`src/rtl/bfa_pkg.sv`:
```
// Package: shared constants, types and state encoding of the frame allocator.
package bfa_pkg;

   localparam int unsigned FRAMES_DEF     = 65536;
   localparam int unsigned PAGE_BYTES_DEF = 4096;
   localparam int unsigned WORD_BITS      = 64;
   localparam int unsigned WORD_SHIFT     = 6;

   localparam logic FUNC_RESERVE = 1'b0;
   localparam logic FUNC_RELEASE = 1'b1;

   localparam logic [2:0] ST_OK        = 3'd0;
   localparam logic [2:0] ST_ZERO      = 3'd1;
   localparam logic [2:0] ST_UNALIGNED = 3'd2;
   localparam logic [2:0] ST_RANGE     = 3'd3;
   localparam logic [2:0] ST_NOFIT     = 3'd4;

   typedef enum logic [3:0] {
      S_CLEAR,
      S_IDLE,
      S_CHECK,
      S_SCAN_RD,
      S_SCAN,
      S_MARK_RD,
      S_MARK,
      S_RESULT
   } state_type;

   // Commands from the controller to the datapath
   typedef struct packed {
      logic clear_step;
      logic load;
      logic scan_read;
      logic scan_step;
      logic mark_init;
      logic mark_read;
      logic mark_step;
      logic rsp_load;
   } cmd_type;

   // Status from the datapath to the controller
   typedef struct packed {
      logic clear_done;
      logic fail;
      logic is_release;
      logic scan_found;
      logic scan_end;
      logic mark_done;
   } stat_type;

endpackage

```
`src/rtl/bfa_ctrl.sv`:
```
// Controller: sequences clearing, checking, scanning, marking and the response.
module bfa_ctrl (
   input  logic              clock,
   input  logic              reset,
   input  logic              req_valid,
   output logic              req_stall,
   output logic              rsp_valid,
   input  logic              rsp_stall,
   input  bfa_pkg::stat_type stat,
   output bfa_pkg::cmd_type  cmd
);

   bfa_pkg::state_type state_ff, state_in;
   logic               rsp_valid_ff, rsp_valid_in;

   always_comb begin
      state_in = state_ff;
      case (state_ff)
         bfa_pkg::S_CLEAR:   if (stat.clear_done) state_in = bfa_pkg::S_IDLE;
         bfa_pkg::S_IDLE:    if (req_valid) state_in = bfa_pkg::S_CHECK;
         bfa_pkg::S_CHECK: begin
            if (stat.fail) begin
               state_in = bfa_pkg::S_RESULT;
            end else if (stat.is_release) begin
               state_in = bfa_pkg::S_MARK_RD;
            end else begin
               state_in = bfa_pkg::S_SCAN_RD;
            end
         end
         bfa_pkg::S_SCAN_RD: state_in = bfa_pkg::S_SCAN;
         bfa_pkg::S_SCAN: begin
            if (stat.scan_found) begin
               state_in = bfa_pkg::S_MARK_RD;
            end else if (stat.scan_end) begin
               state_in = bfa_pkg::S_RESULT;
            end else begin
               state_in = bfa_pkg::S_SCAN_RD;
            end
         end
         bfa_pkg::S_MARK_RD: state_in = bfa_pkg::S_MARK;
         bfa_pkg::S_MARK: begin
            state_in = stat.mark_done ? bfa_pkg::S_RESULT : bfa_pkg::S_MARK_RD;
         end
         bfa_pkg::S_RESULT: begin
            if (!rsp_valid_ff || !rsp_stall) state_in = bfa_pkg::S_IDLE;
         end
         default:            state_in = bfa_pkg::S_IDLE;
      endcase
   end

   always_comb begin
      cmd            = '0;
      cmd.clear_step = (state_ff == bfa_pkg::S_CLEAR);
      cmd.load       = (state_ff == bfa_pkg::S_IDLE) && req_valid;
      cmd.scan_read  = (state_ff == bfa_pkg::S_SCAN_RD);
      cmd.scan_step  = (state_ff == bfa_pkg::S_SCAN);
      cmd.mark_init  = (state_ff == bfa_pkg::S_CHECK) ||
                       ((state_ff == bfa_pkg::S_SCAN) && stat.scan_found);
      cmd.mark_read  = (state_ff == bfa_pkg::S_MARK_RD);
      cmd.mark_step  = (state_ff == bfa_pkg::S_MARK);
      cmd.rsp_load   = (state_ff == bfa_pkg::S_RESULT) && (!rsp_valid_ff || !rsp_stall);
      req_stall      = (state_ff != bfa_pkg::S_IDLE);
   end

   always_comb begin
      rsp_valid_in = rsp_valid_ff;
      if (cmd.rsp_load) begin
         rsp_valid_in = 1'b1;
      end else if (!rsp_stall) begin
         rsp_valid_in = 1'b0;
      end
   end

   always_ff @(posedge clock) begin
      if (reset) begin
         state_ff     <= bfa_pkg::S_CLEAR;
         rsp_valid_ff <= 1'b0;
      end else begin
         state_ff     <= state_in;
         rsp_valid_ff <= rsp_valid_in;
      end
   end

   assign rsp_valid = rsp_valid_ff;

endmodule

```
`config.mk`:
```
export PLATFORM = sky130hd
export DESIGN_NAME = bfa_ctrl
export DESIGN_NICKNAME = d
export VERILOG_FILES = /design/src/rtl/bfa_pkg.sv /design/src/rtl/bfa_ctrl.sv
export SDC_FILE = /design/constraint.sdc
export NUM_CORES = 1
export LEC_CHECK = 0
export ABC_AREA = 1
export BUFFER_PORTS_ARGS = -buffer_cell sky130_fd_sc_hd__clkbuf_2
export CORE_AREA = 4 4 41 43
export DETAILED_ROUTE_END_ITERATION = 8
export DIE_AREA = 0 0 45 47
export GPL_TIMING_DRIVEN = 1
export SLEW_MARGIN = 20
export SYNTH_ARGS = -nofsm -noshare
export SYNTH_HDL_FRONTEND = slang
export SYNTH_SLANG_ARGS = --single-unit
```
`constraint.sdc`:
```
create_clock -name clock -period 2.55 [get_ports clock]
set_input_delay 0.255 -clock clock [delete_from_list [all_inputs] [get_ports clock]]
set_output_delay 0.255 -clock clock [all_outputs]
set_load 0.05 [all_outputs]
```
==> metrics.md, run 1 <==
| Metric | Value |
|---|---|
| Status | completed |
| Detail Route Antenna Nets | 0 |
| Chip height | between 40 and 50 µm |
| Mapped Nets | 63 |
| Initial core utilization | 25.0% |
| Antenna Cells | 0 |
| Top-count cell post-synth | nand2_1 |
| Crit. End Element | output pin |
| MaxCap Viol Count | 0 |
| Peak supply drop | 0.247 mV |
| Netlist Area Pre-Place | 325 µm² |
| CTS root buffer | clkbuf_4 |
| CP Class | register to output pin |
| Via count | 385 |
| Num rows | 13 |
| Asr flop ratio synth | 0% |
| Vias in the first global route | 316 |
| Worst-path clk slew | 0.04 ns |
| Reg2Reg Depth | 5 |
| Drt first pass iters | 2 |
| Core box area | ~1300 µm² |
| Synth warn | 0 |
| Commonest cells in the netlist | nand2_1, inv_1, nor2_1, dfxtp_1 |
| Post-DR vias/cell | 4.43 |
| Fmax | 593 MHz |
| Die area | around 2100 µm² |
| WP data arrival | around 1.4 ns |
| Worst slack at placement | 1.11 ns |
| Ys flop type | dfxtp_1 |
| Area Overhead vs Synth | 35.0% |
| Synth Register Bits | 4 |
| HP Class | input port to register |
| Initial antenna violation count | 0 |
| Final Slew Violations | 0 |
| Pin count of the biggest net entering global routing | 11 |
| Setup_tns | 0 ns |
| Drt initial violations | 2 |
| Final clock skew | 0.000366 ns |
| First-pass GRT wire length | 1340 µm |
| Ranking of synthesized cells by area | dfxtp_1, nand2_1, inv_1 |
| # H-tree levels | 1 |
| Final period util | 66.1% |
| Syn_area_per_cell | a little over 6 µm² |
| EDFF count, synth | 0 |
| Worst path required time | approximately 2.3 ns |
| Post-CTS Hold Buffers | 0 |
| Overflow after GRT | 0 |
| Final Hold Viols | 0 |
| Setup violators final | 0 |
| Rel. slew slack | 75.5% |
| All-layer global routing usage | just under 9% |
| DRC viols | 0 |
| Slew @ Worst Pin | 0.367 ns |
| Setup Fix Bufs, Post-CTS | 0 |
| Yosys cell types | 20 |
| CTS tree | done |
| Die width | 45 µm |
| Share of the synthesized area in the top cell type | 24.6% |
| TritonCTS Buffers | 3 |
| DR WL/cell | 9.05 µm |
| Clock sinks | 4 |
| P per Cell Area | 533 nW/µm² |
| Share of cells above drive strength 1 | 40.3% |
| Final WS setup | around 0.86 ns |
| Lkg Pwr | 0.000257 µW |
| Cts repair resizes | 0 |
| GPL Wtd Cong | 0.763 |
| Clock insertion delay at the later pin of the skew report | 0.23 ns |
| CP startpoint kind | register |
| Nets | between 80 and 90 |
| PortBufs | 19 |
| Area leader, netlist | dfxtp_1 |
| Register area share after synthesis | 24.6% |
| # IOs | 20 |
| Hold Path Depth | 2 |
| Minimum clock period | 1.69 ns |
| Synthesized instance count | 53 |
| Post-detail-place hpwl | 678 µm |
| Clock buffer depth | 2 |
| Final WL | between 700 and 800 µm |
| RSZ-0062 raised after global routing | no |
| CP Max Fanout | 10 |
cell type report:
type                    count  area (µm²)
fillers                   163         862
multi-input cells          36         185
repair buffers             19        95.1
flip-flops and latches      4        80.1
inverters                  10        37.5
clock buffers               3        22.5
well taps                  15        18.8
cell usage in the layout (no fill, tap or decap):
cell / n
a21oi_1: 2
a21oi_2: 1
a22o_1: 1
a31oi_1: 1
clkbuf_2: 19
clkbuf_4: 3
dfxtp_1: 4
inv_1: 8
inv_2: 2
nand2_1: 11
nand2_2: 1
nand3_1: 3
nand3_2: 1
nand3b_1: 1
nand4_1: 1
nor2_1: 8
nor2_2: 1
nor3_2: 1
o21ai_0: 1
o21ai_1: 1
o221ai_1: 1
report_power, final:
part / total (µW) / switching, µW / internal [µW]
logic: 81.5 / 57.5 / 24.0
registers: 76.2 / 9.52 / 66.7
clock network: 76.2 / 23.7 / 52.5
per-layer routing:
| metal | track usage (%) | part of all wire [%] | up-vias |
|---|---|---|---|
| met2 | 12.4 | 45 | 13 |
| met1 | 11.4 | 45 | 164 |
| met3 | 4.98 | 9.8 | 0 |
| li1 | - | - | 208 |
| met4 | 1.75 | 0 | 0 |
| met5 | 0 | 0 | - |
through the flow:
stage | utilization [%] | total power, µW | std cells | hold WS, ns | instance area (µm²)
final | 33.8 | 234 | 87 | 0.237 | 439
after global routing | 33.8 | 250 | 87 | 0.232 | 439
after CTS | 33.8 | 239 | 87 | 0.232 | 439
after detailed placement | 32.0 | 160 | 84 | 0.476 | 417
after global placement | 32.0 | 160 | 84 | 0.475 | 417
after floorplan | - | 140 | 53 | 0.317 | 325
worst max-delay path, cell delays in order, from the launching register on:
cell and delay, ns:
dfxtp_1 0.53, nand3_1 0.18, inv_1 0.11, nand2_1 0.07, inv_1 0.05, clkbuf_2 0.26
logic make-up after synthesis:
kind of cell	count (synthesis)	share of synthesized area [%]
simple gates	28	40.8
buf+inv	13	18.5
compound gates	8	16.2
flops	4	24.6
flip-flops by register name, indices dropped and copies added (netlist names):
signal,flops
state_ff,3
rsp_valid,1
final timing paths:
path | start | to | slack, ns
max | state_ff[0] | cmd[0] | 0.86
min reg2reg | rsp_valid | rsp_valid | 0.50
min | reset | state_ff[1] | 0.24
max reg2reg | state_ff[0] | state_ff[1] | 1.40
Note: power is estimated with default switching activity, not from simulation.
==> run 2, diff against run 1 <==
--- a/config.mk
+++ b/config.mk
@@ -5,7 +5,7 @@
 export SDC_FILE = /design/constraint.sdc
 export NUM_CORES = 1
 export LEC_CHECK = 0
-export ABC_AREA = 1
+export ABC_AREA = 0
 export BUFFER_PORTS_ARGS = -buffer_cell sky130_fd_sc_hd__clkbuf_2
 export CORE_AREA = 4 4 41 43
 export DETAILED_ROUTE_END_ITERATION = 8
==> constraint.sdc (replaced) <==
create_clock -name clock -period 1.5 [get_ports clock]
set_input_delay 0.15 -clock clock [delete_from_list [all_inputs] [get_ports clock]]
set_output_delay 0.15 -clock clock [all_outputs]
set_load 0.05 [all_outputs]
==> metrics.md, run 2 <==
| Metric | Value |
|---|---|
| Status | completed (unchanged) |
| CTS tree | done (unchanged) |
| Reg2Reg Depth | 4 (was 5) |
| Final WL | 847 µm (was 787 µm) |
| Clock network fraction of total power | 26.3% (was 32.6%) |
| MaxCap Viol Count | 0 (unchanged) |
| Pint | 292 µW (was 143 µW) |
| Rel. slew slack | 80.2% (was 75.5%) |
| Critical R2R Capture | state_ff[0] (was state_ff[1]) |
| Core box area | 1300 µm² (unchanged) |
| Nets | 76 (was 84) |
| Share of the synthesized area in the top cell type | 24.8% (was 24.6%) |
| Reg power frac | 28.4% (was 32.6%) |
| Post-CTS Hold Buffers | 0 (unchanged) |
| Critical Path Start | state_ff[0] (unchanged) |
| Crit. End Element | output pin (unchanged) |
| Synthesized instance count | 43 (was 53) |
| HP Class | input port to register (unchanged) |
| DRC viols | 0 (unchanged) |
| TritonCTS Buffers | 3 (unchanged) |
| Max layer used | met3 (unchanged) |
| Initial antenna violation count | 0 (unchanged) |
| Vias in the first global route | 299 (was 316) |
| Fmax | 689 MHz |
| Ys flop type | dfxtp_1 (unchanged) |
| Most common cell after layout, fill and taps aside | clkbuf_2 (unchanged) |
| DR WL/cell | 10.7 µm (was 9.05 µm) |
| Peak supply drop | 0.461 mV (was 0.247 mV) |
| Detail Route Antenna Nets | 0 (unchanged) |
| Setup_tns | 0 ns (unchanged) |
| Post-synthesis compound-gate area fraction | 16.7% (was 16.2%) |
| Antenna Cells | 0 (unchanged) |
| Final period util | 96.8% |
| Share of cells above drive strength 1 | 57.8% (was 40.3%) |
| Cts repair resizes | 4 (was 0) |
| First-pass GRT wire length | 1260 µm (was 1340 µm) |
| Commonest cells in the netlist | a21oi_1, dfxtp_1, nand2_1, nor3_1 (was nand2_1, inv_1, nor2_1, dfxtp_1) |
| DR WL met3 | 66 µm (was 77 µm) |
| Asr flop ratio synth | 0% (unchanged) |
| Chip height | 47 µm (unchanged) |
| Routed wl met2 | 402 µm (was 354 µm) |
| CTS root buffer | clkbuf_4 (unchanged) |
| Mapped Nets | 53 (was 63) |
| All-layer global routing usage | 8.85% (was 8.70%) |
| Initial core utilization | 24.8% (was 25.0%) |
| Clock sinks | 4 (unchanged) |
| WL met1 | 378 µm (was 356 µm) |
| Critical Path End | cmd[6] (was cmd[0]) |
| Final clock skew | 0.00263 ns (was 0.000366 ns) |
| Net Sw Power | 216 µW (was 90.8 µW) |
| # IOs | 20 (unchanged) |
| Lkg Pwr | 0.000228 µW (was 0.000257 µW) |
| Final Slew Violations | 0 (unchanged) |
| Synth Area in XOR/XNOR | 0% (unchanged) |
| Die area | 2120 µm² (unchanged) |
| Ranking of synthesized cells by area | dfxtp_1, a21oi_1, nor3_1 (was dfxtp_1, nand2_1, inv_1) |
| Critical R2R Launch | state_ff[0] (unchanged) |
| Worst path required time | 1.35 ns (was 2.30 ns) |
| Clock buffer depth | 2 (unchanged) |
| Worst-path clk slew | 0.04 ns (about the same) |
| PortBufs | 19 (unchanged) |
| Synth warn | 0 (unchanged) |
| Register area share after synthesis | 24.8% (was 24.6%) |
| Via count | 382 (was 385) |
| Setup violators final | 0 (unchanged) |
| WP data arrival | 1.30 ns (was 1.43 ns) |
| Drt first pass iters | 4 (was 2) |
| Clock insertion delay at the later pin of the skew report | 0.24 ns (was 0.23 ns) |
| CP Max Fanout | 7 (was 10) |
| Pin count of the biggest net entering global routing | 16 (was 11) |
| RSZ-0062 raised after global routing | no (unchanged) |
| Post-DR vias/cell | 4.84 (was 4.43) |
| Netlist Area Pre-Place | 323 µm² (was 325 µm²) |
| GPL Wtd Cong | 0.760 (was 0.763) |
| Post-detail-place hpwl | 665 µm (was 678 µm) |
| CP Class | register to output pin (unchanged) |
| Reg2reg setup slack | 0.34 ns (was 1.40 ns) |
| Area leader, netlist | dfxtp_1 (unchanged) |
| Post-synthesis simple-gate area fraction | 45.7% (was 40.8%) |
| Largest family of logic cells by synthesized area | simple AND/OR/NAND/NOR gates (unchanged) |
| Most frequent cells in the layout | clkbuf_2, a21oi_1, nand2_1 (was clkbuf_2, nand2_1, inv_1, nor2_1, dfxtp_1) |
| Max FFs per register | 3 (unchanged) |
| P per Cell Area | 995 nW/µm² (was 533 nW/µm²) |
| Mux share of post-synthesis cell area | 0% (unchanged) |
| Final Hold Viols | 0 (unchanged) |
| Synth Register Bits | 4 (unchanged) |
| Overflow after GRT | 0 (unchanged) |
| Switching share of power | 42.6% (was 38.8%) |
| Worst slack at placement | 0.131 ns (was 1.11 ns) |
| Gate power share | 45.3% (was 34.8%) |
| EDFF count, synth | 0 (unchanged) |
| CP startpoint kind | register (unchanged) |
| Num rows | 13 (unchanged) |
| Top reg by flops | state_ff (unchanged) |
| Die width | 45 µm (unchanged) |
| Area Overhead vs Synth | 58.1% (was 35.0%) |
| Final WS setup | 0.0476 ns (was 0.864 ns) |
| Top-count cell post-synth | a21oi_1 (was nand2_1) |
| Yosys cell types | 24 (was 20) |
| # H-tree levels | 1 (unchanged) |
| Setup Fix Bufs, Post-CTS | 0 (unchanged) |
| Minimum clock period | ~1.5 ns |
| Slew @ Worst Pin | 0.294 ns (was 0.367 ns) |
| Syn_area_per_cell | 7.51 µm² (was 6.14 µm²) |
| Drt initial violations | 5 (was 2) |
| Adder-Cell Fraction of Synth Area | 0% (unchanged) |
## run 2: per-stage QoR
stage	hold slack [ns]	power, µW	util (%)	cell area [µm²]	std cells
floorplan	0.219	321	-	347	43
global placement	0.381	364	35.9	467	76
detailed placement	0.380	368	35.9	467	76
CTS	0.120	515	38.5	500	79
global route	0.136	545	39.2	510	79
finish	0.129	508	39.2	510	79
## run 2: critical path: stages (launching register included)
cell and delay (ns):
dfxtp_2 0.35, inv_4 0.06, or3_4 0.40, nor2_4 0.08, clkbuf_8 0.18
## run 2: per-layer routing
layer	vias to the layer above	GRT usage, %
met5	-	0
li1	200	-
met3	0	6.90
met4	0	3.51
met2	15	12.7
met1	167	9.77
## run 2: power by group through the flow
stage	clock (µW)	combinational [µW]	sequential, µW
after floorplan	0	194	127
after global placement	0	223	142
after detailed placement	0	225	143
after CTS	143	230	142
after global routing	154	245	146
final	134	230	144
## run 2: cell families (layout without fill, tap and decap cells)
group           after synthesis  after routing
buf+inv                       6             27
simple gates                 25             25
flops                         4              4
compound gates                8              8
## run 2: area by class of cell
class,instances,area (µm²)
well taps,15,18.8
fillers,146,791
multi-input cells,33,225
flip-flops and latches,4,88.8
repair buffers,22,145
inverters,2,10.0
clock buffers,3,22.5
## run 2: worst min path at each step
stage	startpoint	endpoint	slack (ns)	depth (start not counted)
after floorplan	reset	rsp_valid	0.22	1
after global placement	reset	rsp_valid	0.38	2
after detailed placement	reset	rsp_valid	0.38	2
after CTS	reset	state_ff[1]	0.12	2
after global routing	reset	state_ff[1]	0.14	2
final	reset	state_ff[1]	0.13	2
